[src/hw/rtl/wso_pkg.sv]
// shared constants and helpers for the wavetable sine oscillator
// register indexes, field widths, reset values and the taylor-step tables
// no dependencies
package wso_pkg;

    localparam int unsigned DEF_TABLE_PERIOD = 1024;

    localparam int SAMPLE_W   = 16;
    localparam int PHASE_W    = 32;
    localparam int AMP_W      = 16;
    localparam int CFG_ADDR_W = 2;
    localparam int CFG_DATA_W = 32;

    // configuration register indexes
    localparam logic [CFG_ADDR_W-1:0] CFG_PHASE_STEP  = 2'd0;
    localparam logic [CFG_ADDR_W-1:0] CFG_AMPLITUDE   = 2'd1;
    localparam logic [CFG_ADDR_W-1:0] CFG_START_PHASE = 2'd2;

    localparam logic signed [AMP_W-1:0] AMP_RESET = 16'sd32767;

    // pi/2 in q30 and 1.0 in q30
    localparam logic [31:0] HALF_PI_Q30 = 32'd1686629713;
    localparam logic [30:0] Q30_ONE     = 31'h4000_0000;

    // horner steps of the sine series, x^11 term first
    localparam int TAYLOR_STEPS = 5;

    function automatic logic [6:0] taylor_div(input logic [2:0] step);
        logic [6:0] d;
        unique case (step)
            3'd0:    d = 7'd110;
            3'd1:    d = 7'd72;
            3'd2:    d = 7'd42;
            3'd3:    d = 7'd20;
            default: d = 7'd6;
        endcase
        return d;
    endfunction

    // floor(2^32 / divisor) for the same steps
    function automatic logic [31:0] taylor_recip(input logic [2:0] step);
        logic [31:0] m;
        unique case (step)
            3'd0:    m = 32'd39045157;
            3'd1:    m = 32'd59652323;
            3'd2:    m = 32'd102261126;
            3'd3:    m = 32'd214748364;
            default: m = 32'd715827882;
        endcase
        return m;
    endfunction

endpackage

[src/hw/rtl/wso_rom_fill.sv]
// sine table builder: computes every entry after reset with one shared 32x32 multiplier
// and writes it into the table ram; depends on wso_pkg
module wso_rom_fill #(
    parameter int unsigned TABLE_PERIOD = wso_pkg::DEF_TABLE_PERIOD,
    localparam int unsigned ADDR_W = $clog2(TABLE_PERIOD + 1)
) (
    input  logic                         i_clk,
    input  logic                         i_rst_n,
    output logic                         o_wr_en,
    output logic [ADDR_W-1:0]            o_wr_addr,
    output logic [wso_pkg::SAMPLE_W-1:0] o_wr_data,
    output logic                         o_done
);

    typedef enum logic [3:0] {
        ST_X, ST_X2, ST_DM, ST_DC, ST_DH, ST_HM, ST_SM, ST_Q, ST_DONE
    } t_fill_state;

    localparam int unsigned REM_W = $clog2(TABLE_PERIOD) + 1;
    localparam logic [31:0]       T_STEP    = 32'((64'd1 << 32) / TABLE_PERIOD);
    localparam logic [REM_W-1:0]  T_REM     = REM_W'((64'd1 << 32) % TABLE_PERIOD);
    localparam logic [REM_W-1:0]  T_DIV     = REM_W'(TABLE_PERIOD);
    localparam logic [2:0]        LAST_STEP = 3'(wso_pkg::TAYLOR_STEPS - 1);
    localparam logic [ADDR_W-1:0] LAST_ADDR = ADDR_W'(TABLE_PERIOD);

    t_fill_state       r_state;
    logic [ADDR_W-1:0] r_idx;
    logic [31:0]       r_t;
    logic [REM_W-1:0]  r_trem;
    logic [2:0]        r_k;

    logic [30:0] r_x;
    logic [31:0] r_x2;
    logic [31:0] r_y;
    logic [63:0] r_prod;
    logic [31:0] r_q0;
    logic [7:0]  r_rem;
    logic [30:0] r_h;

    logic [1:0]       quad;
    logic [30:0]      mirror;
    logic [31:0]      mul_a;
    logic [31:0]      mul_b;
    logic [63:0]      mul_p;
    logic [31:0]      prod_hi;
    logic [6:0]       div_d;
    logic [14:0]      q0d_lo;
    logic [7:0]       rem_lo;
    logic [31:0]      q_corr;
    logic [30:0]      h_next;
    logic [47:0]      q_wide;
    logic [17:0]      q_mag;
    logic [15:0]      q_sat;
    logic [15:0]      entry;
    logic [REM_W-1:0] trem_sum;
    logic             trem_wrap;

    // quadrant fold of the table angle
    assign quad   = r_t[31:30];
    assign mirror = r_t[30] ? (wso_pkg::Q30_ONE - {1'b0, r_t[29:0]}) : {1'b0, r_t[29:0]};

    assign prod_hi = r_prod[61:30];
    assign div_d   = wso_pkg::taylor_div(r_k);

    always_comb begin
        mul_a = '0;
        mul_b = '0;
        case (r_state)
            ST_X: begin
                mul_a = {1'b0, mirror};
                mul_b = wso_pkg::HALF_PI_Q30;
            end
            ST_X2: begin
                mul_a = {1'b0, r_prod[60:30]};
                mul_b = {1'b0, r_prod[60:30]};
            end
            ST_DM: begin
                mul_a = prod_hi;
                mul_b = wso_pkg::taylor_recip(r_k);
            end
            ST_HM: begin
                mul_a = r_x2;
                mul_b = {1'b0, r_h};
            end
            ST_SM: begin
                mul_a = {1'b0, r_x};
                mul_b = {1'b0, r_h};
            end
            default: begin
                mul_a = '0;
                mul_b = '0;
            end
        endcase
    end

    assign mul_p = 64'(mul_a) * 64'(mul_b);

    // reciprocal quotient is low by at most one; remainder fits in 8 bits
    assign q0d_lo = 15'(r_prod[39:32]) * 15'(div_d);
    assign rem_lo = r_y[7:0] - q0d_lo[7:0];
    assign q_corr = r_q0 + 32'(r_rem >= {1'b0, div_d});
    assign h_next = wso_pkg::Q30_ONE - q_corr[30:0];

    // scale to q1.15 with rounding: s * 32767 + 2^29, then >> 30
    assign q_wide = {1'b0, prod_hi, 15'd0} - {16'd0, prod_hi} + 48'h0000_2000_0000;
    assign q_mag  = q_wide[47:30];
    assign q_sat  = (q_mag > 18'd32767) ? 16'd32767 : q_mag[15:0];
    assign entry  = quad[1] ? (16'd0 - q_sat) : q_sat;

    // table angle floor(i * 2^32 / period), stepped exactly
    assign trem_sum  = r_trem + T_REM;
    assign trem_wrap = (trem_sum >= T_DIV);

    always_ff @(posedge i_clk) begin
        if (!i_rst_n) begin
            r_state <= ST_X;
            r_idx   <= '0;
            r_t     <= '0;
            r_trem  <= '0;
            r_k     <= '0;
        end else begin
            unique case (r_state)
                ST_X:  r_state <= ST_X2;
                ST_X2: begin
                    r_k     <= '0;
                    r_state <= ST_DM;
                end
                ST_DM: r_state <= ST_DC;
                ST_DC: r_state <= ST_DH;
                ST_DH: r_state <= (r_k == LAST_STEP) ? ST_SM : ST_HM;
                ST_HM: begin
                    r_k     <= r_k + 3'd1;
                    r_state <= ST_DM;
                end
                ST_SM: r_state <= ST_Q;
                ST_Q: begin
                    if (r_idx == LAST_ADDR) begin
                        r_state <= ST_DONE;
                    end else begin
                        r_idx   <= r_idx + ADDR_W'(1);
                        r_t     <= r_t + T_STEP + 32'(trem_wrap);
                        r_trem  <= trem_wrap ? (trem_sum - T_DIV) : trem_sum;
                        r_state <= ST_X;
                    end
                end
                ST_DONE: r_state <= ST_DONE;
                default: r_state <= ST_DONE;
            endcase
        end
    end

    always_ff @(posedge i_clk) begin
        case (r_state)
            ST_X, ST_HM, ST_SM: r_prod <= mul_p;
            ST_X2: begin
                r_x    <= r_prod[60:30];
                r_prod <= mul_p;
            end
            ST_DM: begin
                r_y <= prod_hi;
                if (r_k == 3'd0) begin
                    r_x2 <= prod_hi;
                end
                r_prod <= mul_p;
            end
            ST_DC: begin
                r_q0  <= r_prod[63:32];
                r_rem <= rem_lo;
            end
            ST_DH:   r_h <= h_next;
            default: ;
        endcase
    end

    assign o_wr_en   = (r_state == ST_Q);
    assign o_wr_addr = r_idx;
    assign o_wr_data = entry;
    assign o_done    = (r_state == ST_DONE);

    a_wr_range: assert property (@(posedge i_clk) disable iff (!i_rst_n)
        o_wr_en |-> (o_wr_addr <= LAST_ADDR))
        else $error("table write beyond guard entry");

    a_done_stays: assert property (@(posedge i_clk) disable iff (!i_rst_n)
        o_done |=> o_done)
        else $error("table build restarted without reset");

endmodule

[config.mk]
export PLATFORM = sky130hd
export DESIGN_NAME = wso_rom_fill
export DESIGN_NICKNAME = d
export VERILOG_FILES = /design/src/hw/rtl/wso_pkg.sv /design/src/hw/rtl/wso_rom_fill.sv
export SDC_FILE = /design/constraint.sdc
export NUM_CORES = 2
export LEC_CHECK = 0
export ABC_CLOCK_PERIOD_IN_PS = 23800
export BUFFER_PORTS_ARGS = -buffer_cell sky130_fd_sc_hd__buf_2
export CORE_AREA = 2 2 303 305
export DETAILED_ROUTE_END_ITERATION = 12
export DIE_AREA = 0 0 305 307
export GPL_TIMING_DRIVEN = 1
export PLACE_DENSITY = 0.65
export SETUP_SLACK_MARGIN = 0.3
export SYNTH_ARGS = -nofsm -noshare
export SYNTH_HDL_FRONTEND = slang
export SYNTH_SLANG_ARGS = --single-unit
[constraint.sdc]
create_clock -name i_clk -period 23.8 [get_ports i_clk]
set_clock_uncertainty 0.15 [all_clocks]
set_input_delay 1.19 -clock i_clk [delete_from_list [all_inputs] [get_ports i_clk]]
set_output_delay 1.19 -clock i_clk [all_outputs]
set_load 0.02 [all_outputs]
# Word level (Yosys, flattened, before mapping)
# Index checks and enable logic that the tools add are counted.
[classes]
addsub = 12
multipliers = 2
n_lt_le_gt_ge = 3
n_eq_ne = 13
muxes = 11
n_bitwise = 1
reduce_logical = 9
[ops]
columns = ["op", "n"]
rows = [
  ["case mux 32 bit (5 select lines)", 1],
  ["case mux 31 bit (4 select lines)", 1],
  ["case mux 30 bit (4 select lines)", 1],
  ["multiplier 32 x 31 -> 63 bit", 1],
  ["adder 48 x 30 -> 48 bit, second input constant", 1],
  ["subtractor 47 x 32 -> 48 bit", 1],
  ["adder 32 x 1 -> 32 bit", 1],
  ["adder 32 x 23 -> 32 bit, second input constant", 1],
  ["two-way mux 16 bit", 2],
  ["adder 31 x 1 -> 31 bit", 1],
  ["two-way mux 31 bit", 1],
  ["subtractor 31 x 30 -> 31 bit, first input constant", 1],
  ["subtractor 31 bit, first input constant", 1],
  ["case mux 4 bit (7 select lines)", 1],
  ["case mux 7 bit (4 select lines)", 1],
  ["> comparator 18 x 15 -> 1 bit, second input constant", 1],
  ["equality test 4 x 3 -> 1 bit, second input constant", 4],
  ["subtractor 1 x 16 -> 16 bit, first input constant", 1],
  ["adder 11 x 1 -> 11 bit, second input constant", 1],
  ["equality test 11 bit, second input constant", 1],
  [">= comparator 11 bit, second input constant", 1],
  ["subtractor 11 bit, second input constant", 1],
  ["equality test 4 x 2 -> 1 bit, second input constant", 2],
  [">= comparator 8 x 7 -> 1 bit", 1],
  ["19 further kinds", 22],
]
[word_totals]
ff_bits = 265
inputBits = 2

# Longest topological paths before layout
[depth]
ltp_word = 6
ltp_mapped = 39
ltp_nobuf = 37

# Worst setup path before layout
# No wires, ideal clock.
[synth_timing]
path_kind = "reg2reg"
startpoint = "reg r_t[3]"
endpoint = "reg r_prod[62] (data pin)"
setup_time_ns = 0.260
arrival_time_ns = 9.742
required_ns = 23.390
setup_slack_ns = 13.648
path_stages_with_launch = 38
period_less_slack_ns = 10.152
cell_sequence = "dfxtp_1 buf_4 nor4_4 nand2_2 or4_4 or4_4 nand2b_4 or2_2 o21ai_0 xor2_1 o21ai_1 buf_2 nand2_1 fa_1 inv_1 fa_1 inv_1 fa_1 (+2 left out) fa_1 fa_1 fa_1 inv_1 fa_1 inv_1 ha_1 nand4_1 nor2_1 nand3_1 or3_1 a21oi_1 a21oi_1 a311o_1 a21oi_1 a311oi_1 o21ba_2 xnor2_1"
[synth_via]
elab_chain_len = 4
[synth_rtl]
columns = ["item", "line_no", "rtl"]
rows = [
  ["start: declaration", "wso_rom_fill.sv:28", "logic [31:0] r_t;"],
  ["start signal: assignment", "wso_rom_fill.sv:141", "r_t <= r_t + T_STEP + 32'(trem_wrap);"],
  ["subtractor 31 x 30 -> 31 bit", "wso_rom_fill.sv:60", "assign mirror = r_t[30] ? (wso_pkg::Q30_ONE - {1'b0, r_t[29:0]}) : {1'b0, r_t[29:0]};"],
  ["two-way mux 31 bit *", "wso_rom_fill.sv:60", ""],
  ["case mux 32 bit (5 select lines) *", "wso_rom_fill.sv:68", "case (r_state)"],
  ["multiplier 32 x 31 -> 63 bit *", "wso_rom_fill.sv:96", "assign mul_p = 64'(mul_a) * 64'(mul_b);"],
  ["net mul_p[62]", "wso_rom_fill.sv:44", "logic [63:0] mul_p;"],
  ["end signal: assignment", "wso_rom_fill.sv:154", "ST_X, ST_HM, ST_SM: r_prod <= mul_p;"],
  ["end signal: assignment", "wso_rom_fill.sv:157", "r_prod <= mul_p;"],
  ["end signal: assignment", "wso_rom_fill.sv:164", "r_prod <= mul_p;"],
  ["end: declaration", "wso_rom_fill.sv:35", "logic [63:0] r_prod;"],
]
# Mark *: on every way through the listed nets, which the timed path passes. The rest lies on a longest branch.
# A chain may end at the register's enable or synchronous reset.

# Worst setup path in the final report
[layout_timing]
startpoint = "reg r_t[2]"
endpoint = "reg r_prod[62] (data pin)"
# Same word-level chain as after synthesis.

==> results.toml <==
[run_status]
status = "completed"

[finish]
n_fill_cell = 8275
final_cell_area_sq_mm = 0.0477
drive_gt1_frac = 0.0555
layout.nets = 6095
area_delta_synth_final_pct = 6.02
seq_area_sq_mm = 0.00625
multiInputGateArea_sq_mm = 0.0344
antenna_cells = 0

[floorplan]
dieArea_sq_mm = 0.0936
rows = 111
fp.coreArea_sq_mm = 0.0907
die_y_microns = 307
io_pins = 31
die_x_microns = 305
initial_core_util = 0.496

[synth]
synth_area_leaders = "fa_1, edfxtp_1, ha_1, inv_1, nand2_1"
synth_area_leader_cell = "fa_1"
ys.flop_type = "edfxtp_1"
avgSynthCellArea_sq_um = 9.15
ys_warn_count = 0
netlist.area_leader.share = 0.391
ys_top_cells_by_count = "inv_1, fa_1, nand2_1"
yosysUniqueCellTypes = 89
synthCells = 4910
seq_area_frac_synth = 0.139
synth-seq-cells = 225
async_reset_ff_frac = 0
synth_most_common_cell = "inv_1"
synth_edf_count = 174
mappedNetlistArea_sq_mm = 0.0449
synth_fp_nets = 6158

[global_routing]
grt_pass1_vias = 36300
antenna_found_initial = 1
grt_pass1_wl_microns = 217000
overflow = 0
gr-usage-met3 = 0.0509
grtUsageMet2 = 0.493
grtUsageTotal = 0.305
met1_usage = 0.401
grt.busiest_layer = "met2"
grt_max_degree = 64

[clock_tree]
clock-sinks = 225
insertion_delay_ns = 0.53
htree_levels = 1
clk_path_buf_depth = 3
numCtsBuffers = 27
cts.clk_slew.worst_paths_ns = 0.06
cts_setup_buffers = 0
hold_buffers = 0
cts_tree = "done"
root_buffer = "clkbuf_16"
postCtsResizedCells = 0

[detailed_routing]
routed_wl_microns = 139000
dr_total_vias = 34900
drt_iter0_drc = 3196
detail-route-antenna-nets = 0
vias_per_cell = 5.76
wl_per_cell_microns = 23.0
first_pass_iters = 8
drc_errors = 0

[timing]
fmax_ghz = 0.0864
hold_ws_ns = 0.280
report.final.hold_viol_count = 0
finalCriticalPeriod_ns = 11.57
period_share = 0.486
final-setup-viol-count = 0
rsz0062_at_grt = "false"
setup_tns_ns = 0
relSlewSlack = 0.164
worst_pin_slew_ns = 1.25
finalMaxSlewViolations = 0

[setup_path]
critPathRequiredTime_ns = 23.93
crit_top_cell = "fa_1"
crit_buf_inv = 6
slowest_stage = "o21ai_1"
crit_path_max_incr_delay_ns = 0.69
crit_arrival_ns = 11.70
path_max_fanout = 10
crit_family = "adder cells"
end_kind = "register"
cp-start-kind = "register"
path_class = "reg -> reg"

[placement]
io_buffer_count = 30
dpl_cell_area_sq_mm = 0.0467
dp_hpwl_microns = 107000
place_congestion = 0.973

[run]
max-cap-violations = 0

[hold_path]
hold_class = "reg -> reg"
-- layout make-up --
| type | instances | area share |
|---|---|---|
| Clock buffer | 30 | 0.0144 |
| Clock inverter | 20 | 0.00491 |
| Inverter | 967 | 0.0762 |
| Multi-Input combinational cell | 3489 | 0.722 |
| Sequential cell | 225 | 0.131 |
| Tap cell | 1186 | 0.0311 |
| Timing Repair Buffer | 137 | 0.0200 |
-- metal layers --
layer | vias up | routed length [microns]
met5 | - | 0
met4 | 0 | 8690
met3 | 400 | 12800
met2 | 1666 | 63600
met1 | 17600 | 54100
li1 | 15200 | -
-- registers in the layout (all words and copies together), names as in the netlist --
register / flops
r_rem: 8
r_trem: 1
o_wr_addr: 11
r_state: 4
r_y: 8
r_k: 3
r_x2: 32
r_prod: 33
r_q0: 31
r_h: 31
r_t: 32
r_x: 31
-- layout by cell type, fill, tap and decap left out, types with 73 or more instances in the layout --
cell      synthesis  final
ha_1            369    369
nor2_1          512    507
inv_1           965    965
nand2_1         658    657
edfxtp_1        174    174
o21ai_0          77     73
fa_1            877    877
and2_1           75     75
buf_4             2    107
a21oi_1         121    118
xnor2_1          94     94
-- cell families (layout without fill, tap and decap cells) --
| group | count (synthesis) | after routing | synth area share |
|---|---|---|---|
| muxes | 14 | 14 | 0.00317 |
| xor gates and xnor gates | 151 | 151 | 0.0294 |
| and+or+nand+nor | 1529 | 1529 | 0.149 |
| adders and majority gates | 1246 | 1246 | 0.493 |
| AOI/OAI and AO/OA | 549 | 549 | 0.0849 |
| buffers and inverters | 1196 | 1154 | 0.101 |
| DFF | 225 | 225 | 0.139 |
-- through the flow --
step / setup slack [ns] / std cells / utilization
after floorplan: 13.65 / 4910 / -
final: 12.23 / 6054 / 0.525
after global placement: 12.53 / 6004 / 0.515
after detailed placement: 12.45 / 6004 / 0.515
after CTS: 12.39 / 6054 / 0.525
after global routing: 11.85 / 6054 / 0.525
-- path summary, 6_finish.rpt --
check,startpoint,slack [ns],cells past startpoint,to
setup / recovery,r_t[2]$_SDFFE_PN0P_,12.23,36,r_prod[62]$_DFFE_PP_
hold reg to reg,r_prod[62]$_DFFE_PP_,0.28,0,r_q0[30]$_DFFE_PP_
setup reg to reg,r_t[2]$_SDFFE_PN0P_,12.23,36,r_prod[62]$_DFFE_PP_
hold / removal,r_prod[62]$_DFFE_PP_,0.28,0,r_q0[30]$_DFFE_PP_
-- worst reg2reg max path: cells and delay by family, from the launching register on --
| kind | cells | cell delay, ns |
|---|---|---|
| AO/OA/AOI/OAI | 7 | 2.15 |
| XOR/XNOR | 2 | 0.19 |
| adder cells (fa/ha/maj) | 9 | 4.43 |
| buffers and inverters | 6 | 0.59 |
| flip-flops | 1 | 0.42 |
| AND/OR/NAND/NOR | 12 | 3.38 |
Power is left out: the tool's default activity adds up to more than one toggle a clock period on the data nets, which glitch-free logic cannot reach.
